File: src/rtl/mrsnp_pkg.sv
// Package for the motor run/stop needle positioner.
// Types, state codes and constants shared by the core and the top level.
// No dependencies.
`timescale 1ns / 1ps

package mrsnp_pkg;

    localparam int SPEED_WIDTH = 16;
    localparam int TIME_WIDTH  = 32;
    localparam int MSLIM_WIDTH = 16;
    localparam int MODE_WIDTH  = 2;
    localparam int CFG_WIDTH   = (SPEED_WIDTH > MSLIM_WIDTH) ? SPEED_WIDTH : MSLIM_WIDTH;
    localparam int CFG_IDX_W   = 2;

    localparam int IN_BITS     = 2 * SPEED_WIDTH + 2 + TIME_WIDTH;
    localparam int IN_BYTES_W  = ((IN_BITS + 7) / 8) * 8;
    localparam int OUT_BITS    = 3 + 1 + 1 + SPEED_WIDTH + 1;
    localparam int OUT_BYTES_W = ((OUT_BITS + 7) / 8) * 8;

    // register indexes
    localparam logic [CFG_IDX_W-1:0] REG_POS_SPEED  = 2'd0;
    localparam logic [CFG_IDX_W-1:0] REG_MAX_POS_MS = 2'd1;
    localparam logic [CFG_IDX_W-1:0] REG_STOP_MODE  = 2'd2;

    // stop modes
    localparam logic [MODE_WIDTH-1:0] MODE_UP   = 2'd0;
    localparam logic [MODE_WIDTH-1:0] MODE_DOWN = 2'd1;
    localparam logic [MODE_WIDTH-1:0] MODE_ANY  = 2'd2;

    localparam logic [SPEED_WIDTH-1:0] POS_SPEED_RST  = SPEED_WIDTH'(100);
    localparam logic [MSLIM_WIDTH-1:0] MAX_POS_MS_RST = 16'd1000;

    typedef enum logic [2:0] {
        ST_STOP        = 3'd0,
        ST_STARTING    = 3'd1,
        ST_RUNNING     = 3'd2,
        ST_STOPPING    = 3'd3,
        ST_STARTPOS    = 3'd4,
        ST_POSITIONING = 3'd5
    } run_state_t;

    typedef struct packed {
        logic [SPEED_WIDTH-1:0] speed_req;
        logic [SPEED_WIDTH-1:0] motor_speed;
        logic                   needle_up;
        logic                   needle_down;
        logic [TIME_WIDTH-1:0]  now_ms;
    } in_item_t;

    typedef struct packed {
        logic [SPEED_WIDTH-1:0] hold_speed;
        logic [MSLIM_WIDTH-1:0] max_positioning_ms;
        logic [MODE_WIDTH-1:0]  stop_mode;
    } cfg_t;

    typedef struct packed {
        logic [2:0]             machine_state;
        logic                   motor_power;
        logic                   spin_valid;
        logic [SPEED_WIDTH-1:0] spin_speed;
        logic                   timeout_error;
    } result_t;

endpackage

File: src/rtl/mrsnp_core.sv
// Run/stop state machine with needle positioning for one poll tick per step.
// Holds the controller state; depends on mrsnp_pkg.
`timescale 1ns / 1ps

module mrsnp_core (
    input  logic              clk,
    input  logic              rst_n,
    input  logic              step,
    input  mrsnp_pkg::in_item_t item,
    input  mrsnp_pkg::cfg_t   cfg,
    output mrsnp_pkg::result_t result
);
    import mrsnp_pkg::*;

    run_state_t             state_reg, state_next;
    logic [SPEED_WIDTH-1:0] last_cmd_reg, last_cmd_next;
    logic [TIME_WIDTH-1:0]  pos_start_reg, pos_start_next;
    logic                   power_reg, power_next;

    logic [TIME_WIDTH-1:0]  elapsed;
    logic                   spin_valid;
    logic [SPEED_WIDTH-1:0] spin_speed;
    logic                   err;
    logic                   target_nz;
    logic                   halt;

    always_ff @(posedge clk or negedge rst_n)
    begin
        if (!rst_n)
        begin
            state_reg     <= ST_STOP;
            last_cmd_reg  <= '0;
            pos_start_reg <= '0;
            power_reg     <= 1'b0;
        end
        else if (step)
        begin
            state_reg     <= state_next;
            last_cmd_reg  <= last_cmd_next;
            pos_start_reg <= pos_start_next;
            power_reg     <= power_next;
        end
    end

    assign target_nz = (item.speed_req != '0);
    assign elapsed   = item.now_ms - pos_start_reg;   // wraps mod 2^32

    always_comb
    begin
        state_next     = state_reg;
        last_cmd_next  = last_cmd_reg;
        pos_start_next = pos_start_reg;
        power_next     = power_reg;
        spin_valid     = 1'b0;
        spin_speed     = '0;
        err            = 1'b0;
        halt           = 1'b1;
        case (state_reg)
            ST_STARTING:
            begin
                power_next = 1'b1;
                state_next = ST_RUNNING;
            end
            ST_RUNNING:
            begin
                if (last_cmd_reg != item.speed_req)
                begin
                    last_cmd_next = item.speed_req;
                    spin_valid    = 1'b1;
                    spin_speed    = item.speed_req;
                end
                if (!target_nz)
                    state_next = ST_STOPPING;
            end
            ST_STOPPING:
            begin
                if (target_nz)
                    state_next = ST_RUNNING;
                else if (item.motor_speed <= cfg.hold_speed)
                    state_next = ST_STARTPOS;
            end
            ST_STARTPOS:
            begin
                pos_start_next = item.now_ms;
                state_next     = ST_POSITIONING;
            end
            ST_POSITIONING:
            begin
                if (target_nz)
                    state_next = ST_RUNNING;
                else
                begin
                    if (cfg.stop_mode != MODE_ANY)
                    begin
                        if (elapsed > {{(TIME_WIDTH-MSLIM_WIDTH){1'b0}},
                                       cfg.max_positioning_ms})
                            err = 1'b1;
                        else if ((cfg.stop_mode == MODE_DOWN && !item.needle_down) ||
                                 (cfg.stop_mode == MODE_UP && !item.needle_up))
                            halt = 1'b0;
                    end
                    spin_valid = 1'b1;
                    if (halt)
                    begin
                        power_next = 1'b0;
                        state_next = ST_STOP;
                    end
                    else
                        spin_speed = cfg.hold_speed;
                end
            end
            default:
            begin
                state_next = target_nz ? ST_STARTING : ST_STOP;
            end
        endcase
    end

    assign result.machine_state = state_next;
    assign result.motor_power   = power_next;
    assign result.spin_valid    = spin_valid;
    assign result.spin_speed    = spin_speed;
    assign result.timeout_error = err;

endmodule

File: src/rtl/motor_run_stop_needle_positioner.sv
// Top level of the motor run/stop needle positioner: stream ports, input and
// result registers, configuration registers. Uses mrsnp_pkg and mrsnp_core.
`timescale 1ns / 1ps

// One poll tick per input transfer, one result transfer per tick. A tick is
// registered on input and, through the state machine, in the result register
// when free or draining; a new tick is taken every cycle while the result side
// keeps draining. Configuration (0 positioning speed, 1 positioning time limit
// in ms, 2 stop mode) must be written via cfg_wr_en/cfg_index/cfg_wdata only
// while no tick is in flight; the block itself does not enforce this.
module motor_run_stop_needle_positioner (
    input  logic                                 clk,
    input  logic                                 rst_n,
    input  logic                                 cfg_wr_en,
    input  logic [mrsnp_pkg::CFG_IDX_W-1:0]      cfg_index,
    input  logic [mrsnp_pkg::CFG_WIDTH-1:0]      cfg_wdata,
    input  logic                                 s_axis_tvalid,
    output logic                                 s_axis_tready,
    // speed_req[15:0], motor_speed[31:16], needle_up[32], needle_down[33],
    // now_ms[65:34], zero pad
    input  logic [mrsnp_pkg::IN_BYTES_W-1:0]     s_axis_tdata,
    output logic                                 m_axis_tvalid,
    input  logic                                 m_axis_tready,
    // machine_state[2:0], motor_power[3], spin_valid[4], spin_speed[20:5],
    // timeout_error[21], zero pad
    output logic [mrsnp_pkg::OUT_BYTES_W-1:0]    m_axis_tdata
);
    import mrsnp_pkg::*;

    cfg_t     cfg_reg;
    in_item_t in_reg;
    logic     in_valid_reg;
    result_t  out_reg;
    logic     out_valid_reg;
    result_t  result;
    logic     advance;

    // item moves from input register to result register
    assign advance       = in_valid_reg && (!out_valid_reg || m_axis_tready);
    assign s_axis_tready = !in_valid_reg || advance;

    always_ff @(posedge clk or negedge rst_n)
    begin
        if (!rst_n)
        begin
            cfg_reg.hold_speed         <= POS_SPEED_RST;
            cfg_reg.max_positioning_ms <= MAX_POS_MS_RST;
            cfg_reg.stop_mode          <= MODE_ANY;
        end
        else if (cfg_wr_en)
        begin
            case (cfg_index)
                REG_POS_SPEED:  cfg_reg.hold_speed         <= cfg_wdata[SPEED_WIDTH-1:0];
                REG_MAX_POS_MS: cfg_reg.max_positioning_ms <= cfg_wdata[MSLIM_WIDTH-1:0];
                REG_STOP_MODE:  cfg_reg.stop_mode          <= cfg_wdata[MODE_WIDTH-1:0];
                default:        ;
            endcase
        end
    end

    always_ff @(posedge clk or negedge rst_n)
    begin
        if (!rst_n)
        begin
            in_valid_reg  <= 1'b0;
            out_valid_reg <= 1'b0;
        end
        else
        begin
            if (s_axis_tready)
                in_valid_reg <= s_axis_tvalid;
            if (advance)
                out_valid_reg <= 1'b1;
            else if (m_axis_tready)
                out_valid_reg <= 1'b0;
        end
    end

    always_ff @(posedge clk)
    begin
        if (s_axis_tvalid && s_axis_tready)
        begin
            in_reg.speed_req    <= s_axis_tdata[SPEED_WIDTH-1:0];
            in_reg.motor_speed  <= s_axis_tdata[2*SPEED_WIDTH-1:SPEED_WIDTH];
            in_reg.needle_up    <= s_axis_tdata[2*SPEED_WIDTH];
            in_reg.needle_down  <= s_axis_tdata[2*SPEED_WIDTH+1];
            in_reg.now_ms       <= s_axis_tdata[IN_BITS-1:2*SPEED_WIDTH+2];
        end
        if (advance)
            out_reg <= result;
    end

    mrsnp_core u_core (
        .clk    (clk),
        .rst_n  (rst_n),
        .step   (advance),
        .item   (in_reg),
        .cfg    (cfg_reg),
        .result (result)
    );

    assign m_axis_tvalid = out_valid_reg;
    assign m_axis_tdata  = {{(OUT_BYTES_W-OUT_BITS){1'b0}},
                            out_reg.timeout_error,
                            out_reg.spin_speed,
                            out_reg.spin_valid,
                            out_reg.motor_power,
                            out_reg.machine_state};

endmodule

File: config.mk
export PLATFORM = sky130hd
export DESIGN_NAME = motor_run_stop_needle_positioner
export DESIGN_NICKNAME = d
export VERILOG_FILES = /design/src/rtl/mrsnp_pkg.sv /design/src/rtl/mrsnp_core.sv /design/src/rtl/motor_run_stop_needle_positioner.sv
export SDC_FILE = /design/constraint.sdc
export NUM_CORES = 1
export LEC_CHECK = 0
export BUFFER_PORTS_ARGS = -buffer_cell sky130_fd_sc_hd__buf_2
export CAP_MARGIN = 5
export CORE_ASPECT_RATIO = 0.9
export CORE_MARGIN = 2
export CORE_UTILIZATION = 59
export CTS_CLUSTER_DIAMETER = 100
export DETAILED_ROUTE_END_ITERATION = 6
export GPL_ROUTABILITY_DRIVEN = 0
export PLACE_DENSITY = 0.81
export SYNTH_ARGS = -nofsm -noshare
export SYNTH_HDL_FRONTEND = slang
export SYNTH_SLANG_ARGS = --single-unit
File: constraint.sdc
create_clock -name clk -period 4.72 [get_ports clk]
set_input_delay 0.236 -clock clk [delete_from_list [all_inputs] [get_ports clk]]
set_output_delay 0.236 -clock clk [all_outputs]
set_load 0.02 [all_outputs]
==> flow_metrics.env <==
export IMPL_yosysTopAreaCellShare_pct=27.8
export IMPL_ys_seq_area_share_pct=51.1
export IMPL_ys_types=73
export IMPL_finalCritPeriodShare_pct=93.8
export IMPL_drive_gt1_share_pct=25.2
export IMPL_max_cap_viol_count=0
export IMPL_clock_root_buffer="clkbuf_16"
export IMPL_worst_pin_slew_ns=0.881
export IMPL_grt_max_degree=53
export IMPL_synth_cells=824
export IMPL_grt_pass1_vias=7212
export IMPL_hold_viol_final=0
export IMPL_initial_utilization_pct=59.6
export IMPL_async_reset_ff_share_pct=50.0
export IMPL_area_growth_pct=22.1
export IMPL_synth_seq_cells=176
export IMPL_fin_crit_ns=4.43
export IMPL_fillers=1071
export IMPL_worstHoldStart="cfg_wdata[5]"
export IMPL_grt_antenna_before_repair=1
export IMPL_synth_edff_count=88
export IMPL_synth_main_ff_cell="edfxtp_1"
export IMPL_finClkSkew_ns=0.0138
export IMPL_worstSetupEndpoint="m_axis_tdata[13]"
export IMPL_grt_pass1_wl_um=36100
export IMPL_htreeDepth=4
export IMPL_worstSetupStartpoint="in_reg[3]"
export IMPL_largest_register_ffs=66
export IMPL_r2r_end="m_axis_tdata[13]"
export IMPL_cp_arrival_ns=4.68
export IMPL_synth_most_common_cell="edfxtp_1"
export IMPL_cp_start_kind="flop"
export IMPL_multi_input_area_um2=4280
export IMPL_clk_latency_ns=0.44
export IMPL_synth_commonest_cells="88 x edfxtp_1, 78 x dfrtp_1, 76 x inv_1"
export IMPL_grt_overflow=0
export IMPL_ys_warn_count=0
export IMPL_drc=0
export IMPL_nets=1169
export IMPL_place_hpwl_um=15200
export IMPL_min_path_type="in -> reg"
export IMPL_status="finished clean"
export IMPL_firstDrtPassIters=5
export IMPL_tritoncts="yes"
export IMPL_clock_sinks=176
export IMPL_finalSetupViolations=0
export IMPL_switching_power_mw=1.33
export IMPL_p_int_mw=3.19
export IMPL_powerDensity_nw_per_um2=390
export IMPL_regArea_um2=4860
export IMPL_rows=44
export IMPL_coreArea_um2=16000
export IMPL_p_leak_nw=4.93
export IMPL_dieWidth_um=138
export IMPL_critPathRequiredTime_ns=4.97
export IMPL_wl_per_cell_um=18.2
export IMPL_setup_tns_ns=0
export IMPL_p_seq_share_pct=44.7
export IMPL_cp_end_kind="flop"
export IMPL_reg2reg_depth=17
export IMPL_relSlewSlack_pct=41.1
export IMPL_track_usage_pct=27.4
export IMPL_clockBufferDepth=2
export IMPL_die_area_um2=17200
export IMPL_rsz0062_at_grt="no"
export IMPL_synthTopCellsByArea="edfxtp_1 28%, dfrtp_1 21%, ha_1 8.3%"
export IMPL_io_pins=121
export IMPL_ant_nets=0
export IMPL_fp_dieH_um=124
export IMPL_pwr_share_comb_pct=24.1
export IMPL_vias_per_cell=5.82
export IMPL_syn_area_per_cell_um2=11.5
export IMPL_power_mw=4.52
export IMPL_worstPathMaxFanout=17
export IMPL_power_frac_clock_pct=31.2
export IMPL_num_vias=7168
export IMPL_reg2reg_slack_ns=0.29
export IMPL_fmax_ghz=0.226
export IMPL_drv_slew=0
export IMPL_cts_clk_slew_worst_paths_ns=0.06
export IMPL_numCtsBuffers=17
export IMPL_ir_worst_vdd_mv=0.331
export IMPL_syn_cell_area_um2=9510
export IMPL_hold_depth=3
export IMPL_drt_iter0_markers=778
export IMPL_rr_startpoint="in_reg[3]"
export IMPL_critPathKind="reg -> reg"
export IMPL_wirelength_um=22400
export IMPL_p_sw_share_pct=29.5
export IMPL_synth_area_leader_cell="edfxtp_1"
export IMPL_port_buffers=112
-- worst max-delay path: stages (launching register included) --
cell and delay, ns:
edfxtp_1 0.40, ha_2 0.35, a21o_1 0.19, a21oi_1 0.18, nand2_1 0.11, a21o_1 0.18
a21o_1 0.19, a21oi_1 0.18, o21bai_1 0.10, xor2_1 0.15, ha_1 0.30, nand4_1 0.16
or4_1 0.53, a211o_1 0.35, a2111oi_4 0.35, nand4_4 0.13, buf_12 0.18, o21ai_0 0.21
-- what timing repair did --
item | 4_1_cts | 5_1_grt
endpoints found under the hold margin | 95 | 1
setup buffers | 0 | 1
hold buffers | 67 | 1
endpoints found under the setup margin | 0 | 23
gates resized for setup | 0 | 4
-- power by group through the flow --
stage | clock network (mW) | logic, mW | registers (mW)
2_1_floorplan | 0 | 0.690 | 2.06
3_3_place_gp | 0 | 0.972 | 2.03
3_5_place_dp | 0 | 1.02 | 2.05
4_1_cts | 1.43 | 1.07 | 2.02
5_1_grt | 1.49 | 1.20 | 2.05
6_report | 1.41 | 1.09 | 2.02
-- worst min-delay path by stage --
stage                        end  slack, ns
floorplan             cfg_reg[0]      -0.06
global placement    in_valid_reg       0.22
detailed placement   cfg_reg[25]       0.23
CTS                    in_reg[0]      0.005
global route         cfg_reg[24]       0.02
finish               cfg_reg[23]       0.03
-- cell usage in the layout (no fill, tap or decap), types with 12 or more instances in the layout --
| master | instances |
|---|---|
| nor4_1 | 12 |
| dlygate4sd3_1 | 68 |
| o21ai_0 | 38 |
| a21oi_1 | 39 |
| buf_2 | 111 |
| xnor2_1 | 31 |
| nor2_1 | 28 |
| o21ai_1 | 14 |
| ha_1 | 62 |
| nand2_1 | 70 |
| a21o_1 | 24 |
| inv_1 | 76 |
| dfrtp_1 | 78 |
| edfxtp_1 | 88 |
| nand4_1 | 16 |
| mux2_2 | 67 |
| clkbuf_16 | 21 |
-- cell type report --
cell class              instances  area share (%)
diodes                          1          0.0216
inverters                      76            2.46
clock inverters                 6           0.356
repair buffers                190            11.5
well taps                     207            2.23
flip-flops and latches        176            41.8
multi-input cells             549            36.9
clock buffers                  26            4.77
-- cell families after synthesis --
family                   Yosys count  synth area share, %
buffers and inverters            100                 4.20
other                              1               0.0394
flip-flops                       176                 51.1
multiplexers                      71                 8.37
AND/OR/NAND/NOR                  193                 10.7
AO/OA/AOI/OAI                    179                 13.5
adder cells (fa/ha/maj)           64                 8.50
XOR/XNOR                          40                 3.68
-- metal layers --
metal | wire (µm) | up-vias | global-route usage [%]
met3 | 1530 | 64 | 6.35
li1 | - | 3375 | -
met1 | 9540 | 3412 | 36.6
met2 | 10700 | 317 | 44.2
met4 | 660 | 0 | 8.70
met5 | 0 | - | 0
-- through the flow --
step | hold WS, ns | utilization [%] | worst slack (ns) | std cells | cell area, µm²
global placement | 0.224 | 64.5 | 0.220 | 1129 | 10300
global route | 0.0209 | 72.7 | 0.0121 | 1231 | 11600
CTS | 0.00485 | 72.4 | 0.120 | 1228 | 11600
floorplan | -0.0596 | - | 0.484 | 825 | 9510
finish | 0.0289 | 72.7 | 0.295 | 1231 | 11600
detailed placement | 0.231 | 64.5 | 0.208 | 1129 | 10300
Note: power is estimated with default switching activity, not from simulation.
